<file path="config.mk">
export PLATFORM = sky130hd
export DESIGN_NAME = lpc_signal_restore_core
export DESIGN_NICKNAME = d
export VERILOG_FILES = /design/src/hdl/lpcsr_pkg.sv /design/src/hdl/lpcsr_cell.sv /design/src/hdl/lpcsr_mac.sv /design/src/hdl/lpc_signal_restore_core.sv
export SDC_FILE = /design/constraint.sdc
export NUM_CORES = 2
export LEC_CHECK = 0
export ABC_AREA = 1
export BUFFER_PORTS_ARGS = -buffer_cell sky130_fd_sc_hd__buf_2
export CAP_MARGIN = 20
export CORE_MARGIN = 10
export CORE_UTILIZATION = 35
export DETAILED_ROUTE_END_ITERATION = 6
export GPL_TIMING_DRIVEN = 0
export PLACE_DENSITY = 0.48
export SLEW_MARGIN = 20
export SYNTH_ARGS = -nofsm -noshare
export SYNTH_HDL_FRONTEND = slang
export SYNTH_HIERARCHICAL = 1
export SYNTH_SLANG_ARGS = --single-unit
</file>
<file path="constraint.sdc">
create_clock -name i_clk -period 7.6 [get_ports i_clk]
set_input_delay 1.9 -clock i_clk [delete_from_list [all_inputs] [get_ports i_clk]]
set_output_delay 1.9 -clock i_clk [all_outputs]
set_load 0.1 [all_outputs]
</file>
<file path="src/hdl/lpcsr_pkg.sv">
// shared widths, command codes and control structs of the lpc signal restore core
// no dependencies
package lpcsr_pkg;

    localparam int DATA_W      = 32;
    localparam int TAP_W       = 16;
    localparam int ACC_W       = DATA_W + TAP_W;
    localparam int CMD_W       = 2;
    localparam int ORDER_W     = 6;
    localparam int SHIFT_W     = 4;
    localparam int LEN_W       = 16;
    localparam int MAX_ORDER_DEF = 32;

    localparam logic [CMD_W-1:0] CMD_BEGIN  = 2'd0;
    localparam logic [CMD_W-1:0] CMD_COEF   = 2'd1;
    localparam logic [CMD_W-1:0] CMD_SAMPLE = 2'd2;

    // controls for every cell of the ring
    typedef struct packed {
        logic rotate;
        logic push;
    } t_cell_ctl;

    // controls for the multiply-accumulate unit
    typedef struct packed {
        logic clear;
        logic term;
    } t_mac_ctl;

endpackage

</file>
<file path="src/hdl/lpcsr_cell.sv">
// one ring cell: holds one history word and one tap
// depends on lpcsr_pkg
module lpcsr_cell (
    input  logic                             i_clk,
    input  lpcsr_pkg::t_cell_ctl             i_ctl,
    input  logic                             i_tap_load,
    input  logic [lpcsr_pkg::TAP_W-1:0]      i_tap_val,
    input  logic [lpcsr_pkg::DATA_W-1:0]     i_hist_shift,
    input  logic [lpcsr_pkg::DATA_W-1:0]     i_hist_rot,
    input  logic [lpcsr_pkg::TAP_W-1:0]      i_tap_rot,
    output logic [lpcsr_pkg::DATA_W-1:0]     o_hist,
    output logic [lpcsr_pkg::TAP_W-1:0]      o_tap
);

    logic [lpcsr_pkg::DATA_W-1:0] r_hist;
    logic [lpcsr_pkg::TAP_W-1:0]  r_tap;

    always_ff @(posedge i_clk) begin
        if (i_ctl.push) begin
            r_hist <= i_hist_shift;
        end else if (i_ctl.rotate) begin
            r_hist <= i_hist_rot;
        end
        if (i_ctl.rotate) begin
            r_tap <= i_tap_rot;
        end else if (i_tap_load) begin
            r_tap <= i_tap_val;
        end
    end

    assign o_hist = r_hist;
    assign o_tap  = r_tap;

endmodule

</file>
<file path="src/hdl/lpcsr_mac.sv">
// shared multiply-accumulate unit with final shift and residual add
// depends on lpcsr_pkg
module lpcsr_mac (
    input  logic                              i_clk,
    input  logic                              i_rst_n,
    input  lpcsr_pkg::t_mac_ctl               i_ctl,
    input  logic [lpcsr_pkg::DATA_W-1:0]      i_hist,
    input  logic [lpcsr_pkg::TAP_W-1:0]       i_tap,
    input  logic [lpcsr_pkg::SHIFT_W-1:0]     i_shift,
    input  logic [lpcsr_pkg::DATA_W-1:0]      i_value,
    output logic [lpcsr_pkg::DATA_W-1:0]      o_result
);

    logic signed [lpcsr_pkg::ACC_W-1:0] r_prod;
    logic                               r_prod_vld;
    logic signed [lpcsr_pkg::ACC_W-1:0] r_acc;
    logic signed [lpcsr_pkg::ACC_W-1:0] shifted;

    // product registered before the accumulate
    always_ff @(posedge i_clk) begin
        if (!i_rst_n) begin
            r_prod_vld <= 1'b0;
        end else begin
            r_prod_vld <= i_ctl.term;
        end
    end

    always_ff @(posedge i_clk) begin
        r_prod <= $signed(i_hist) * $signed(i_tap);
        if (i_ctl.clear) begin
            r_acc <= '0;
        end else if (r_prod_vld) begin
            r_acc <= r_acc + r_prod;
        end
    end

    // low bits of a wrapped sum only depend on low bits of the terms
    assign shifted  = r_acc >>> i_shift;
    assign o_result = shifted[lpcsr_pkg::DATA_W-1:0] + i_value;

endmodule

</file>
<file path="src/hdl/lpc_signal_restore_core.sv">
// top level of the lpc signal restore core: command decode, sequencer, cell ring
// depends on lpcsr_pkg, lpcsr_cell, lpcsr_mac
//
// Rebuilds one linear-prediction audio subframe. A begin transaction latches
// order (clamped to MAX_ORDER), shift and block size and clears the counters;
// coefficient transactions load taps in order, extra ones are dropped. Sample
// transactions give one result each while the block is not full: warm-up
// samples pass through, later ones are residual plus the shifted prediction,
// wrapped to 32 bits. Taps and history sit in a ring of MAX_ORDER cells; the
// ring turns once per predicted sample and the cell at its head feeds a single
// 32x16 multiplier. Begin and coefficient transactions leave the input
// unstalled; a warm-up sample goes from accept straight to emit, a predicted
// sample through accept, one full turn of the ring, accumulate drain and
// emit. Results sit in an output register so the next transaction can be
// taken while one waits. History is not cleared on begin; entries never
// written since reset are undefined.
module lpc_signal_restore_core #(
    parameter int MAX_ORDER = lpcsr_pkg::MAX_ORDER_DEF
) (
    input  logic                              i_clk,
    input  logic                              i_rst_n,
    // input channel
    input  logic                              i_in_valid,
    output logic                              o_in_stall,
    input  logic [lpcsr_pkg::CMD_W-1:0]       i_command,
    input  logic signed [lpcsr_pkg::DATA_W-1:0] i_value,
    input  logic [lpcsr_pkg::ORDER_W-1:0]     i_order,
    input  logic [lpcsr_pkg::SHIFT_W-1:0]     i_shift,
    input  logic [lpcsr_pkg::LEN_W-1:0]       i_block_size,
    // output channel
    output logic                              o_out_valid,
    input  logic                              i_out_stall,
    output logic signed [lpcsr_pkg::DATA_W-1:0] o_sample,
    output logic                              o_last_in_block
);

    localparam int STEP_W = $clog2(MAX_ORDER + 1);

    // sequencer states
    localparam logic [1:0] ST_IDLE  = 2'd0;
    localparam logic [1:0] ST_MAC   = 2'd1;
    localparam logic [1:0] ST_DRAIN = 2'd2;
    localparam logic [1:0] ST_EMIT  = 2'd3;

    logic [1:0]                         r_state, n_state;
    logic [STEP_W-1:0]                  r_step;
    logic [lpcsr_pkg::ORDER_W-1:0]      r_order;
    logic [lpcsr_pkg::SHIFT_W-1:0]      r_shift;
    logic [lpcsr_pkg::LEN_W-1:0]        r_block_len;
    logic [lpcsr_pkg::LEN_W-1:0]        r_sample_count;
    logic [lpcsr_pkg::ORDER_W-1:0]      r_tap_count;
    logic [lpcsr_pkg::DATA_W-1:0]       r_value;
    logic                               r_last_pend;
    logic                               r_out_valid;
    logic [lpcsr_pkg::DATA_W-1:0]       r_sample;
    logic                               r_last;

    logic                               in_fire;
    logic                               is_begin;
    logic                               is_coef;
    logic                               is_sample;
    logic                               in_block;
    logic                               warm_up;
    logic                               tap_ok;
    logic                               emit_fire;
    logic [lpcsr_pkg::ORDER_W-1:0]      n_terms;
    logic [lpcsr_pkg::ORDER_W-1:0]      order_clamped;
    logic [lpcsr_pkg::DATA_W-1:0]       mac_result;

    lpcsr_pkg::t_cell_ctl               cell_ctl;
    lpcsr_pkg::t_mac_ctl                mac_ctl;

    logic [lpcsr_pkg::DATA_W-1:0]       hist [MAX_ORDER];
    logic [lpcsr_pkg::TAP_W-1:0]        taps [MAX_ORDER];

    // input handshake and decode
    assign o_in_stall = (r_state != ST_IDLE);
    assign in_fire    = i_in_valid && !o_in_stall;
    assign is_begin   = in_fire && (i_command == lpcsr_pkg::CMD_BEGIN);
    assign is_coef    = in_fire && (i_command == lpcsr_pkg::CMD_COEF);
    assign is_sample  = in_fire && (i_command == lpcsr_pkg::CMD_SAMPLE);
    assign in_block   = (r_sample_count < r_block_len);
    assign warm_up    = (r_sample_count < lpcsr_pkg::LEN_W'(r_order));
    assign tap_ok     = (r_tap_count < r_order);

    assign order_clamped = (i_order > lpcsr_pkg::ORDER_W'(MAX_ORDER)) ?
                           lpcsr_pkg::ORDER_W'(MAX_ORDER) : i_order;

    // taps not yet loaded do not take part in the sum
    assign n_terms = (r_tap_count < r_order) ? r_tap_count : r_order;

    // result leaves when the output register is free or being emptied
    assign emit_fire = (r_state == ST_EMIT) && (!r_out_valid || !i_out_stall);

    // sequencer
    always_comb begin
        n_state = r_state;
        unique case (r_state)
            ST_IDLE: begin
                if (is_sample && in_block) begin
                    // warm-up skips the ring turn: zero sum plus value
                    n_state = warm_up ? ST_EMIT : ST_MAC;
                end
            end
            ST_MAC: begin
                if (r_step == STEP_W'(MAX_ORDER - 1)) begin
                    n_state = ST_DRAIN;
                end
            end
            ST_DRAIN: n_state = ST_EMIT;
            ST_EMIT: begin
                if (emit_fire) begin
                    n_state = ST_IDLE;
                end
            end
            default: n_state = ST_IDLE;
        endcase
    end

    always_ff @(posedge i_clk) begin
        if (!i_rst_n) begin
            r_state        <= ST_IDLE;
            r_step         <= '0;
            r_order        <= lpcsr_pkg::ORDER_W'(1);
            r_shift        <= '0;
            r_block_len    <= lpcsr_pkg::LEN_W'(1);
            r_sample_count <= '0;
            r_tap_count    <= '0;
            r_out_valid    <= 1'b0;
        end else begin
            r_state <= n_state;
            if (r_state == ST_MAC) begin
                r_step <= r_step + STEP_W'(1);
            end else begin
                r_step <= '0;
            end
            if (is_begin) begin
                r_order        <= order_clamped;
                r_shift        <= i_shift;
                r_block_len    <= i_block_size;
                r_sample_count <= '0;
                r_tap_count    <= '0;
            end
            if (is_coef && tap_ok) begin
                r_tap_count <= r_tap_count + lpcsr_pkg::ORDER_W'(1);
            end
            if (is_sample && in_block) begin
                r_sample_count <= r_sample_count + lpcsr_pkg::LEN_W'(1);
            end
            if (emit_fire) begin
                r_out_valid <= 1'b1;
            end else if (!i_out_stall) begin
                r_out_valid <= 1'b0;
            end
        end
    end

    // payload registers
    always_ff @(posedge i_clk) begin
        if (is_sample && in_block) begin
            r_value     <= i_value;
            // count is below block length, so the increment cannot wrap
            r_last_pend <= ((r_sample_count + lpcsr_pkg::LEN_W'(1)) == r_block_len);
        end
        if (emit_fire) begin
            r_sample <= mac_result;
            r_last   <= r_last_pend;
        end
    end

    assign o_out_valid     = r_out_valid;
    assign o_sample        = r_sample;
    assign o_last_in_block = r_last;

    // ring control: one full turn per predicted sample, push on emit
    assign cell_ctl.rotate = (r_state == ST_MAC);
    assign cell_ctl.push   = emit_fire;

    // head cell holds tap index r_step during the turn
    assign mac_ctl.clear = is_sample;
    assign mac_ctl.term  = (r_state == ST_MAC) &&
                           (lpcsr_pkg::ORDER_W'(r_step) < n_terms);

    genvar k;
    generate
        for (k = 0; k < MAX_ORDER; k++) begin : g_cell
            logic [lpcsr_pkg::DATA_W-1:0] hist_shift;
            if (k == 0) begin : g_head
                assign hist_shift = mac_result;
            end else begin : g_body
                assign hist_shift = hist[k-1];
            end

            lpcsr_cell u_cell (
                .i_clk        (i_clk),
                .i_ctl        (cell_ctl),
                .i_tap_load   (is_coef && tap_ok &&
                               (r_tap_count == lpcsr_pkg::ORDER_W'(k))),
                .i_tap_val    (i_value[lpcsr_pkg::TAP_W-1:0]),
                .i_hist_shift (hist_shift),
                .i_hist_rot   (hist[(k + 1) % MAX_ORDER]),
                .i_tap_rot    (taps[(k + 1) % MAX_ORDER]),
                .o_hist       (hist[k]),
                .o_tap        (taps[k])
            );
        end
    endgenerate

    lpcsr_mac u_mac (
        .i_clk    (i_clk),
        .i_rst_n  (i_rst_n),
        .i_ctl    (mac_ctl),
        .i_hist   (hist[0]),
        .i_tap    (taps[0]),
        .i_shift  (r_shift),
        .i_value  (r_value),
        .o_result (mac_result)
    );

endmodule

</file>
==> flow_summary.toml <==
[status]
outcome = "complete, no violations"

[timing]
rsz0062_at_grt = "true"
report.final.setup_viol = 0
timing.final.hold_violations = 0
worst_slew_pin_slew_ns = 1.25
drv_slew = 0
tns_ns = 0
skew_ns = 0.121
slew-limit-headroom_pct = 16.3
period_needed_ns = 7.40
max_freq_ghz = 0.135
timing.final.crit_share_pct = 97.4

[synthesis]
syn_area_sq_um = 104000
synth_enable_flop_cells = 1602
synth_ff_type = "edfxtp_1"
async_flop_share_pct = 0
yosysTopAreaCell = "edfxtp_1"
yosysUniqueCellTypes = 64
seq_area_frac_synth_pct = 49.3
yosysTopAreaCellShare_pct = 46.3
synth_warnings = 6
synth.area.top_cells = "edfxtp_1 (46%), nand2_1 (20%), fa_1 (9.3%), inv_1 (4.5%), dfxtp_1 (2.9%)"
avgSynthCellArea_sq_um = 8.99
synth_nets = 12300
ys_ff_latch = 1754
synth_cells = 11500

[worst_setup_path]
path_cells = "clkbuf_1 -> clkbuf_1 -> nand2_1 -> fa_1 -> fa_1 -> inv_1 -> fa_1 -> fa_1 -> fa_1 -> inv_1 -> fa_1 -> inv_1 -> ha_1 -> nand2_1 -> nor2_1 -> inv_1 -> nor3_1 -> a21oi_1 -> inv_1 -> nand3_1 -> nand2_1 -> xor2_1"
regToRegStartpoint = "g_cell[0].u_cell/o_hist[1]"
timing.rr.end = "u_mac/r_prod[32]"
cp_slowest_stage_delay_ns = 0.84
cpMostUsedCell = "fa_1"
required_ns = 8.31
start_kind = "flop"
r2r_cells = 22
crit_arrival_ns = 8.12
crit_path_end_kind = "flop"
cp_slowest_cell = "edfxtp_1"
r2r_setup_slack_ns = 0.20
path_class = "reg -> reg"
path_max_fanout = 10

[clock_tree]
path_clk_slew_ns = 0.07
cts_made_buffers = 198
h-tree-depth = 4
cts_tree = "yes"
clock_latency_ns = 0.89
cts.sinks = 1754
clk_path_buf_depth = 4
clockRootBuffer = "clkbuf_16"

[floorplanning]
io_pins = 99
fp.dieH_um = 565
die-width_um = 565
dieArea_sq_um = 319000
initial_utilization_pct = 35.2
rows = 199
core-area_sq_um = 295000

[drt]
ant_nets = 0
vias = 75300
wl_mm = 328
drt_iter0_markers = 5745
route.detailed.drc = 0
detail_route.vias_per_cell = 4.73
post_drt_wl_per_cell_um = 20.6
first_pass_iters = 6

[grt]
grt_pass1_vias = 74800
grt_max_degree = 43
antenna_found_initial = 12
grt.total_usage_pct = 20.1
grt_pass1_wl_mm = 486
overflow = 0

[final_layout]
fin_util_pct = 39.3
layout_commonest_cell = "nand2_1"
final_nets = 12600
area_growth_pct = 11.6
seq_area_sq_um = 51100
drive_above_1_share_pct = 10.6
multi_input_area_sq_um = 43100
final_cell_mix = "nand2_1 (5,536), edfxtp_1 (1,602), inv_1 (1,232), fa_1 (482), nand2_2 (369)"
finalInstanceArea_sq_um = 116000
fillers = 29900

[min_path]
min_from = "r_last_pend"
min_to = "o_last_in_block"
min_path_cells = 0
hp-class = "reg -> reg"

[placement]
gp_congestion = 0.949
place_area_sq_um = 110000
dpl.hpwl_mm = 258
io_buffers = 98

[run]
maxCapViolCount = 0
[kinds of logic (layout without fill, tap and decap cells)]
logic type	Yosys count	after routing	share of synthesized area, %
and+or+nand+nor	6581	6581	25.2
DFF	1754	1754	49.3
other	0	10	0
AOI/OAI and AO/OA	575	575	3.06
xor gates and xnor gates	95	95	0.802
muxes	29	29	0.280
adders and majority gates	713	713	12.1
buffers and inverters	1794	2255	9.29
[area by class of cell]
| cell class | instances | share of cell area [%] |
|---|---|---|
| Antenna cell | 10 | 0.0216 |
| Buffer | 486 | 3.75 |
| Tap cell | 3919 | 4.23 |
| Clock buffer | 237 | 4.46 |
| Sequential cell | 1754 | 44.2 |
| Multi-Input combinational cell | 7993 | 37.2 |
| Timing Repair Buffer | 112 | 0.685 |
| Clock inverter | 117 | 0.883 |
| Inverter | 1303 | 4.57 |
[how the worst max path moves through the flow]
stage,from,to,slack [ns],cells after the start
2_1_floorplan,i_out_stall,g_cell[0].u_cell/o_hist[0],0.63,7
3_3_place_gp,i_out_stall,g_cell[15].u_cell/o_hist[4],-3.21,8
3_5_place_dp,g_cell[0].u_cell/o_hist[7],u_mac/r_prod[35],-0.08,26
4_1_cts,g_cell[0].u_cell/o_hist[10],u_mac/r_prod[41],0.006,20
5_1_grt,g_cell[0].u_cell/o_hist[19],u_mac/r_prod[41],-0.03,20
6_report,g_cell[0].u_cell/o_hist[1],u_mac/r_prod[32],0.20,22
[cells in the mapped netlist (11+ instances only)]
master,n
mux2i_1,29
fa_1,482
or2_2,39
inv_8,32
nand2_1,5568
a21o_1,15
nand4_1,34
inv_6,32
o21bai_1,28
inv_1,1232
nor2_1,343
dfxtp_1,152
buf_12,32
buf_2,14
o21ai_0,214
nor3_1,24
xnor2_1,24
buf_6,225
nor2_2,11
xor2_1,71
edfxtp_1,1602
buf_4,67
nand2_2,337
ha_1,231
nand3_1,197
o21ai_1,15
a21oi_1,240
clkbuf_1,146
[routing by layer]
metal / GRT usage (%) / share of wire (%) / routed length (um) / vias up
met5: 0 / 0.0043 / 14 / -
li1: - / - / - / 36600
met4: 6.61 / 3.7 / 12100 / 2
met2: 32.9 / 46 / 150000 / 1988
met1: 27.9 / 46 / 151000 / 36200
met3: 2.16 / 4.6 / 15100 / 471
[timing repair]
action                                 in CTS  in global routing
gates resized for setup                     5                 12
hold buffers                                0                  0
setup endpoints to repair                   9                 20
buffers inserted                            0                  3
endpoints found under the hold margin       0                  0
[registers in the layout, summed over array words and instances, names as in the netlist]
| signal | cells |
|---|---|
| g_cell.u_cell/o_hist | 1024 |
| g_cell.u_cell/o_tap | 512 |
| u_mac/r_acc | 47 |
| u_mac/r_prod | 47 |
| o_sample | 32 |
| r_value | 32 |
| r_block_len | 16 |
| r_sample_count | 16 |
| r_order | 6 |
| r_step | 6 |
| r_tap_count | 6 |
| r_shift | 4 |
| r_state | 2 |
| o_last_in_block | 1 |
| o_out_valid | 1 |
| r_last_pend | 1 |
| u_mac/r_prod_vld | 1 |
[worst max-delay path, delay by kind of cell, from the launching register on]
kind | cells | cell delay [ns]
fa+ha+maj | 7 | 3.50
buf+inv | 7 | 1.46
simple gates | 6 | 1.06
flops | 1 | 0.84
compound gates | 1 | 0.24
xor+xnor | 1 | 0.21
[metrics by stage]
step / cells / setup WS (ns) / hold WS [ns]
2_1_floorplan: 11500 / 0.631 / 0.400
3_3_place_gp: 15600 / -3.21 / 0.412
3_5_place_dp: 15600 / -0.0841 / 0.419
4_1_cts: 15900 / 0.00623 / 0.425
5_1_grt: 15900 / -0.0303 / 0.438
6_report: 15900 / 0.197 / 0.425
Power is left out: the tool's default activity adds up to more than one toggle a clock period on the data nets, which glitch-free logic cannot reach.
